==> src/hw/rtl/mbd_pkg.sv <==
// shared types, codes and helper functions of the modbus frame decoder
package mbd_pkg;

	localparam int MaxFrameCharsDef = 1024;

	localparam logic [1:0] MODE_RTU   = 2'd0;
	localparam logic [1:0] MODE_ASCII = 2'd1;
	localparam logic [1:0] MODE_TCP   = 2'd2;

	localparam logic [1:0] KIND_ADDR = 2'd0;
	localparam logic [1:0] KIND_FUNC = 2'd1;
	localparam logic [1:0] KIND_DATA = 2'd2;
	localparam logic [1:0] KIND_END  = 2'd3;

	localparam logic [2:0] ST_OK       = 3'd0;
	localparam logic [2:0] ST_SHORT    = 3'd1;
	localparam logic [2:0] ST_CHECKSUM = 3'd2;
	localparam logic [2:0] ST_DELIM    = 3'd3;
	localparam logic [2:0] ST_LENGTH   = 3'd4;

	localparam logic [7:0] CHAR_COLON = 8'h3A;
	localparam logic [7:0] CHAR_CR    = 8'h0D;
	localparam logic [7:0] CHAR_LF    = 8'h0A;

	localparam logic [15:0] CRC_INIT = 16'hFFFF;
	localparam logic [15:0] CRC_POLY = 16'hA001;

	typedef struct packed {
		logic [15:0] crc;
		logic [7:0]  lrc;
		logic [7:0]  dl0;
		logic [7:0]  dl1;
		logic [3:0]  hi_nib;
		logic        nib_phase;
		logic [15:0] hdr_len;
		logic [2:0]  fault;
	} frame_st_t;

	typedef struct packed {
		logic       valid;
		logic [1:0] kind;
		logic [7:0] value;
		logic       last;
		logic [2:0] status;
	} result_t;

	localparam frame_st_t FRAME_CLEAR = '{
		crc: CRC_INIT, lrc: 8'h00, dl0: 8'h00, dl1: 8'h00, hi_nib: 4'h0,
		nib_phase: 1'b0, hdr_len: 16'h0000, fault: ST_OK
	};

	function automatic logic [15:0] crc_feed(input logic [15:0] crc, input logic [7:0] b);
		logic [15:0] r;
		r = crc ^ {8'h00, b};
		for (int i = 0; i < 8; i++) begin
			r = r[0] ? ((r >> 1) ^ CRC_POLY) : (r >> 1);
		end
		return r;
	endfunction

	// bit 4 set when the character is not a hex digit
	function automatic logic [4:0] hex_value(input logic [7:0] c);
		logic [4:0] v;
		if (c >= 8'h30 && c <= 8'h39) begin
			v = {1'b0, 4'(c - 8'h30)};
		end else if (c >= 8'h61 && c <= 8'h66) begin
			v = {1'b0, 4'(c - 8'h61 + 8'd10)};
		end else if (c >= 8'h41 && c <= 8'h46) begin
			v = {1'b0, 4'(c - 8'h41 + 8'd10)};
		end else begin
			v = 5'h10;
		end
		return v;
	endfunction

endpackage

==> src/hw/rtl/mbd_decode.sv <==
// per-byte decode: next frame state and the optional result of one byte
module mbd_decode import mbd_pkg::*; #(
	parameter int MaxFrameChars = MaxFrameCharsDef,
	parameter int PosW = $clog2(MaxFrameChars)
) (
	input  logic [1:0]      mode,
	input  logic [PosW-1:0] pos,
	input  frame_st_t       cur,
	input  logic [7:0]      data_byte,
	input  logic            frame_last,
	output logic [PosW-1:0] pos_next,
	output frame_st_t       nxt,
	output result_t         res
);

	logic [PosW-1:0] rtu_idx;
	logic [PosW-1:0] asc_idx;
	logic [PosW-1:0] tcp_idx;
	logic [15:0]     crc_new;
	logic [4:0]      hex;
	logic [17:0]     pos_plus1;
	logic [17:0]     len_need;

	function automatic logic [1:0] kind_at(input logic [PosW-1:0] idx);
		logic [1:0] k;
		if (idx == '0) begin
			k = KIND_ADDR;
		end else if (idx == PosW'(1)) begin
			k = KIND_FUNC;
		end else begin
			k = KIND_DATA;
		end
		return k;
	endfunction

	assign rtu_idx   = pos - PosW'(2);
	assign asc_idx   = (pos - PosW'(5)) >> 1;
	assign tcp_idx   = pos - PosW'(6);
	assign crc_new   = crc_feed(cur.crc, cur.dl1);
	assign hex       = hex_value(cur.dl0);
	assign pos_plus1 = 18'(pos) + 18'd1;
	assign len_need  = 18'(cur.hdr_len) + 18'd6;

	always_comb begin
		nxt = cur;
		res = '0;
		case (mode)
			MODE_RTU: begin
				if (pos >= PosW'(2)) begin
					nxt.crc   = crc_new;
					res.valid = 1'b1;
					res.kind  = kind_at(rtu_idx);
					res.value = cur.dl1;
					res.last  = frame_last;
					if (frame_last) begin
						if (pos < PosW'(3)) begin
							res.status = ST_SHORT;
						end else if (crc_new != {data_byte, cur.dl0}) begin
							res.status = ST_CHECKSUM;
						end
					end
				end else if (frame_last) begin
					res = '{valid: 1'b1, kind: KIND_END, value: 8'h00, last: 1'b1,
						status: ST_SHORT};
				end
				nxt.dl1 = cur.dl0;
				nxt.dl0 = data_byte;
			end
			MODE_ASCII: begin
				if (frame_last) begin
					res.valid = 1'b1;
					res.kind  = KIND_END;
					res.last  = 1'b1;
					if (cur.fault != ST_OK) begin
						res.status = cur.fault;
					end else if (pos < PosW'(2) || cur.dl0 != CHAR_CR || data_byte != CHAR_LF) begin
						res.status = ST_DELIM;
					end else if (cur.nib_phase) begin
						res.status = ST_DELIM;
					end else if (pos < PosW'(8)) begin
						res.status = ST_SHORT;
					end else if ((8'h00 - cur.lrc) != cur.dl1) begin
						res.status = ST_CHECKSUM;
					end
				end else if (pos == '0) begin
					if (data_byte != CHAR_COLON) begin
						nxt.fault = ST_DELIM;
					end
				end else if (pos >= PosW'(2) && cur.fault == ST_OK) begin
					if (hex[4]) begin
						nxt.fault = ST_DELIM;
					end else if (!cur.nib_phase) begin
						nxt.hi_nib    = hex[3:0];
						nxt.nib_phase = 1'b1;
					end else begin
						nxt.nib_phase = 1'b0;
						if (pos >= PosW'(5)) begin
							res.valid = 1'b1;
							res.kind  = kind_at(asc_idx);
							res.value = cur.dl1;
							nxt.lrc   = cur.lrc + cur.dl1;
						end
						nxt.dl1 = {cur.hi_nib, hex[3:0]};
					end
				end
				nxt.dl0 = data_byte;
			end
			default: begin
				if (pos == PosW'(4)) begin
					nxt.hdr_len = {data_byte, 8'h00};
				end else if (pos == PosW'(5)) begin
					nxt.hdr_len = {cur.hdr_len[15:8], data_byte};
				end
				if (pos >= PosW'(6)) begin
					res.valid = 1'b1;
					res.kind  = kind_at(tcp_idx);
					res.value = data_byte;
					res.last  = frame_last;
					if (frame_last) begin
						if (pos < PosW'(7)) begin
							res.status = ST_SHORT;
						end else if (pos_plus1 < len_need) begin
							res.status = ST_LENGTH;
						end
					end
				end else if (frame_last) begin
					res = '{valid: 1'b1, kind: KIND_END, value: 8'h00, last: 1'b1,
						status: ST_SHORT};
				end
			end
		endcase
		if (frame_last) begin
			nxt      = FRAME_CLEAR;
			pos_next = '0;
		end else if (pos < PosW'(MaxFrameChars - 1)) begin
			pos_next = pos + PosW'(1);
		end else begin
			pos_next = pos;
		end
	end

endmodule

==> src/hw/rtl/modbus_frame_decoder.sv <==
// top level of the modbus frame decoder: input stage, frame state and result register
//
// Decodes one delimited Modbus frame (RTU, ASCII or TCP) byte by byte.
// s_axis: one raw byte per transaction in tdata, tlast on the final byte of the frame.
// m_axis: decoded items; tuser is the item kind (address, function, payload,
//   end status only), tdata carries the byte value and the frame status,
//   tlast marks the last item of the frame with a valid status.
// cfg_we/cfg_wdata write protocol_mode (0 RTU, 1 ASCII, 2 TCP, 3 acts as TCP);
//   a write also clears the frame state and must be done while the block is idle.
// Throughput: one byte per cycle while m_axis is not stalled, set by the combinational
//   CRC update and hex decode between the input register and the result register.
// A result passes through the input register and then the result register onto m_axis;
//   bytes that are held back (RTU checksum, ASCII hex pairs and LRC, TCP header) give
//   no item.
// A stall on m_axis holds the result register; the input register fills and then
//   s_axis_tready drops until the result is taken.
// Reset clears both stages, the frame state and selects RTU mode.
module modbus_frame_decoder import mbd_pkg::*; #(
	parameter int MaxFrameChars = MaxFrameCharsDef
) (
	input  logic        clk,
	input  logic        arst_n,
	input  logic        cfg_we,
	input  logic [1:0]  cfg_wdata,      // protocol_mode
	input  logic        s_axis_tvalid,
	output logic        s_axis_tready,
	input  logic [7:0]  s_axis_tdata,   // data_byte
	input  logic        s_axis_tlast,   // frame_last
	output logic        m_axis_tvalid,
	input  logic        m_axis_tready,
	output logic [15:0] m_axis_tdata,   // item_value [7:0], frame_status [10:8], zero pad
	output logic [1:0]  m_axis_tuser,   // item_kind
	output logic        m_axis_tlast    // frame_end
);

	localparam int PosW = $clog2(MaxFrameChars);

	logic [1:0]      mode_q;
	logic [PosW-1:0] pos_q;
	frame_st_t       st_q;
	logic            valid_s1;
	logic [7:0]      byte_s1;
	logic            last_s1;
	result_t         out_q;
	logic            advance;
	logic [PosW-1:0] pos_next;
	frame_st_t       st_next;
	result_t         res;

	assign advance       = valid_s1 && (!out_q.valid || m_axis_tready);
	assign s_axis_tready = !valid_s1 || advance;

	mbd_decode #(
		.MaxFrameChars(MaxFrameChars),
		.PosW(PosW)
	) u_decode (
		.mode(mode_q),
		.pos(pos_q),
		.cur(st_q),
		.data_byte(byte_s1),
		.frame_last(last_s1),
		.pos_next(pos_next),
		.nxt(st_next),
		.res(res)
	);

	// input stage
	always_ff @(posedge clk or negedge arst_n) begin
		if (!arst_n) begin
			valid_s1 <= 1'b0;
		end else if (s_axis_tready) begin
			valid_s1 <= s_axis_tvalid;
		end
	end

	always_ff @(posedge clk) begin
		if (s_axis_tready && s_axis_tvalid) begin
			byte_s1 <= s_axis_tdata;
			last_s1 <= s_axis_tlast;
		end
	end

	// frame state and mode
	always_ff @(posedge clk or negedge arst_n) begin
		if (!arst_n) begin
			mode_q <= MODE_RTU;
			pos_q  <= '0;
			st_q   <= FRAME_CLEAR;
		end else if (cfg_we) begin
			mode_q <= cfg_wdata;
			pos_q  <= '0;
			st_q   <= FRAME_CLEAR;
		end else if (advance) begin
			pos_q <= pos_next;
			st_q  <= st_next;
		end
	end

	// result register
	always_ff @(posedge clk or negedge arst_n) begin
		if (!arst_n) begin
			out_q <= '0;
		end else if (advance) begin
			out_q <= res;
		end else if (m_axis_tready) begin
			out_q.valid <= 1'b0;
		end
	end

	assign m_axis_tvalid = out_q.valid;
	assign m_axis_tdata  = {5'b0, out_q.status, out_q.value};
	assign m_axis_tuser  = out_q.kind;
	assign m_axis_tlast  = out_q.last;

`ifndef ASSERT_OFF
	a_status_only_at_end: assert property (@(posedge clk) disable iff (!arst_n)
		out_q.valid && !out_q.last |-> out_q.status == ST_OK)
		else $error("nonzero status on an item that does not end the frame");

	a_end_item_shape: assert property (@(posedge clk) disable iff (!arst_n)
		out_q.valid && out_q.kind == KIND_END |-> out_q.last && out_q.value == 8'h00)
		else $error("end status item without frame end or with a value");

	a_cfg_clears_frame: assert property (@(posedge clk) disable iff (!arst_n)
		cfg_we |=> pos_q == '0 && st_q == FRAME_CLEAR)
		else $error("frame state not cleared after a mode write");

	a_pos_saturates: assert property (@(posedge clk) disable iff (!arst_n)
		pos_q <= PosW'(MaxFrameChars - 1))
		else $error("byte position beyond its saturation value");

	a_frame_end_resets: assert property (@(posedge clk) disable iff (!arst_n)
		advance && last_s1 && !cfg_we |=> pos_q == '0)
		else $error("byte position not reset after the last byte of a frame");
`endif

endmodule

==> config.mk <==
export PLATFORM = sky130hd
export DESIGN_NAME = modbus_frame_decoder
export DESIGN_NICKNAME = d
export VERILOG_FILES = /design/src/hw/rtl/mbd_pkg.sv /design/src/hw/rtl/mbd_decode.sv /design/src/hw/rtl/modbus_frame_decoder.sv
export SDC_FILE = /design/constraint.sdc
export NUM_CORES = 1
export LEC_CHECK = 0
export ABC_AREA = 1
export BUFFER_PORTS_ARGS = -buffer_cell sky130_fd_sc_hd__buf_2
export CORE_MARGIN = 3
export CORE_UTILIZATION = 62
export DETAILED_ROUTE_END_ITERATION = 16
export PLACE_DENSITY = 0.81
export SLEW_MARGIN = 20
export SYNTH_ARGS = -nofsm -noshare
export SYNTH_HDL_FRONTEND = slang
export SYNTH_SLANG_ARGS = --single-unit
==> constraint.sdc <==
create_clock -name clk -period 2.7 [get_ports clk]
set_clock_uncertainty 0.05 [all_clocks]
set_input_delay 0.135 -clock clk [delete_from_list [all_inputs] [get_ports clk]]
set_output_delay 0.135 -clock clk [all_outputs]
set_load 0.05 [all_outputs]
==> results.py <==
metrics = {
    "routing": {
        "dr.pass1.iters": 6,
        "routed_via_density": 5.97,
        "drc": 0,
        "drt_iter0_markers": 893,
        "wl_per_cell_um": 17.3,
        "antenna_left": 0,
        "routed_wl_mm": 19.0,
        "vias": 6561,
    },
    "critical_path": {
        "cp-end-kind": "flop",
        "arrival_ps": 2930,
        "path_class": "flop to flop",
        "rr_worst_depth": 16,
        "reg2reg_from": "pos_q[1]$_DFFE_PN0P_",
        "crit_end": "m_axis_tdata[10]$_DFFE_PN0P_",
        "r2r_slack_ps": 60,
        "crit_fanout": 2,
        "crit_path_start": "pos_q[1]$_DFFE_PN0P_",
        "cp-start-kind": "flop",
        "critPathRequiredTime_ps": 2980,
        "r2r_end": "m_axis_tdata[10]$_DFFE_PN0P_",
    },
    "synthesis": {
        "synth_flop_cell": "dfrtp_1",
        "syn_avg_cell_area_um2": 7.77,
        "synth.distinct_cells": 60,
        "synth_top_cell_by_area": "dfrtp_1",
        "yosysTopAreaCellShare_pct": 26.8,
        "ys_top_cells_by_area": "dfrtp_1 27%, nand2_1 10%, dfstp_2 6.1%",
        "syn-cell-area_um2": 6920,
        "synthCells": 891,
        "yosys_warnings": 0,
        "yosysSeqAreaShare_pct": 36.7,
        "synth-edff-count": 9,
        "ys_async_sr_fraction_pct": 90.9,
        "ys_seq_elements": 99,
    },
    "finish": {
        "fillCellCount": 803,
        "design_area_um2": 7770,
        "n_antenna_cell": 0,
        "nNetsFinal": 1006,
        "drive_above_1_share_pct": 18.5,
        "synthToLayoutAreaGrowth_pct": 12.3,
    },
    "timing": {
        "setup_violations": 0,
        "rsz0062_at_grt": "true",
        "hold_viol": 0,
        "tightest_slew_ps": 750,
        "min_period_ps": 2640,
        "fmax_mhz": 378,
        "slew_viol_final": 0,
        "finalCritPeriodShare_pct": 97.9,
        "timing.slew.headroom_pct": 50.0,
    },
    "pwr": {
        "p_leak_nw": 3.74,
        "p_per_area_nw_per_um2": 600,
        "ir_drop_uv": 617,
        "total_power_w": 0.00466,
    },
    "floorplan": {
        "initial_core_util_pct": 65.3,
        "die_height_um": 112,
        "rows": 37,
        "die_w_um": 112,
        "core-area_um2": 10600,
        "io_pins": 37,
        "dieArea_um2": 12500,
    },
    "place": {
        "placed_area_um2": 7240,
        "globalplace.congestion": 0.972,
        "port_buffers": 31,
        "hpwl_mm": 14.2,
    },
    "run_status": {
        "status": "finished clean",
    },
    "clock_tree": {
        "cts_tree": "built",
        "insertion_delay_ps": 390,
        "cts_max_path_buffers": 2,
        "cts_max_level": 3,
        "root_buffer": "clkbuf_8",
        "cts_sinks": 99,
        "path_clk_slew_ps": 100,
        "cts_made_buffers": 9,
    },
    "min_path": {
        "min_path_type": "input pin to flop",
    },
    "grt": {
        "grt.overflow.total": 0,
        "grt_antenna_before_repair": 0,
        "grt_pass1_vias": 6281,
        "grt_pass1_wl_mm": 31.0,
        "track_usage_pct": 30.4,
        "grt_start_max_net_pins": 39,
    },
    "run": {
        "drv_cap": 0,
    },
}
worst min path at each step:
stage                                              to  slack, ps  cells past startpoint    from
after floorplan           m_axis_tdata[0]$_DFFE_PN0P_       -210                      0  arst_n
after global placement           st_q[26]$_DFFE_PN0P_         80                      1  arst_n
after detailed placement         st_q[37]$_DFFE_PN0P_         90                      1  arst_n
after CTS                         st_q[0]$_DFFE_PN0P_         30                      2  cfg_we
after global routing              st_q[0]$_DFFE_PN0P_         60                      2  cfg_we
final                             st_q[0]$_DFFE_PN0P_         40                      2  cfg_we
cell usage after synthesis, types with 3 or more instances:
cell type,number
a21oi_1,44
xor2_1,32
inv_2,11
o2111ai_1,5
clkbuf_1,6
nand4_1,9
nor3_1,11
dfrtp_1,74
nand3_1,61
buf_2,3
a211oi_1,5
dfstp_2,16
a21oi_2,4
nand2_1,192
ha_1,31
buf_4,7
o32ai_1,3
o31ai_1,3
buf_6,8
nor2_4,3
a32o_1,8
nor2_1,87
o22ai_1,7
xnor2_1,10
a22oi_2,8
edfxtp_1,9
nand2_2,7
nor4_1,6
nor2_2,6
o21ai_1,24
o21ai_0,41
a31oi_1,4
o211ai_1,3
inv_1,107
cells by family after synthesis:
| logic type | after synthesis | share of synthesized area [%] |
|---|---|---|
| adder cells (fa/ha/maj) | 32 | 5.89 |
| buffers and inverters | 146 | 9.29 |
| XOR/XNOR | 42 | 5.31 |
| flip-flops | 99 | 36.7 |
| other | 1 | 0.0542 |
| AND/OR/NAND/NOR | 398 | 26.1 |
| AO/OA/AOI/OAI | 173 | 16.6 |
sequential cells by signal, indices dropped and copies added (netlist names):
signal,count
byte_s1,8
last_s1,1
m_axis_tdata,11
m_axis_tlast,1
m_axis_tuser,2
m_axis_tvalid,1
mode_q,2
pos_q,10
st_q,62
valid_s1,1
layout by cell type (no fill, tap or decap), drive strengths merged, types with 31 or more instances in the layout:
| cell type | count |
|---|---|
| nand2 | 201 |
| nand3 | 63 |
| o21ai | 66 |
| dfrtp | 74 |
| xor2 | 32 |
| buf | 63 |
| ha | 31 |
| nor2 | 97 |
| a21oi | 49 |
| inv | 121 |
area by class of cell:
type                       instances  area (um^2)  share of cell area (%)
multi-input combinational        650         3890                    50.0
tap                              136          170                    2.19
clock inverter                     5         36.3                   0.467
inverter                         121          463                    5.96
sequential                        99         2540                    32.7
timing repair buffer              77          542                    6.97
clock buffer                      11          131                    1.69
power breakdown:
group          internal, W  switching (W)
sequential         0.00173       0.000192
clock             0.000340       0.000551
combinational     0.000599        0.00126
total              0.00267        0.00200
worst max-delay path, cell delays in order, from the launching register on:
cell	delay [ps]
dfrtp_1	420
buf_6	130
ha_4	140
nand2_4	60
nor2_4	130
nand3_2	110
nor3_2	200
xor2_1	230
ha_1	290
nand2_2	120
nor2_4	40
nand3b_1	90
o2111ai_2	100
a21o_1	200
nand4_1	110
nand4_1	90
nand2_1	90
through the flow:
stage               hold WS, ps  utilization (%)  TNS (ps)  cells  worst slack [ps]
floorplan                  -211                -         0    895               276
global placement           80.5             68.3         0   1058               231
detailed placement         90.4             68.3         0   1058              3.82
CTS                        27.5             71.2         0   1088              7.04
global route               55.4             73.3      -324   1099             -94.5
finish                     42.8             73.3         0   1099              55.6
per-layer routing:
layer | part of all wire, % | routed length (um) | GRT usage [%]
met2 | 46 | 8720 | 47.0
met1 | 43 | 8230 | 43.2
met3 | 8.9 | 1680 | 6.30
met4 | 1.8 | 351 | 9.73
met5 | 0 | 0 | 0
what timing repair did:
item / in CTS / in global routing
pin swaps: 0 / 17
hold buffers: 14 / 0
gates resized for setup: 1 / 33
gates cloned: 0 / 0
buffers inserted: 0 / 11
endpoints found under the hold margin: 38 / 0
endpoints found under the setup margin: 1 / 3
(Power assumes the default switching activity.)
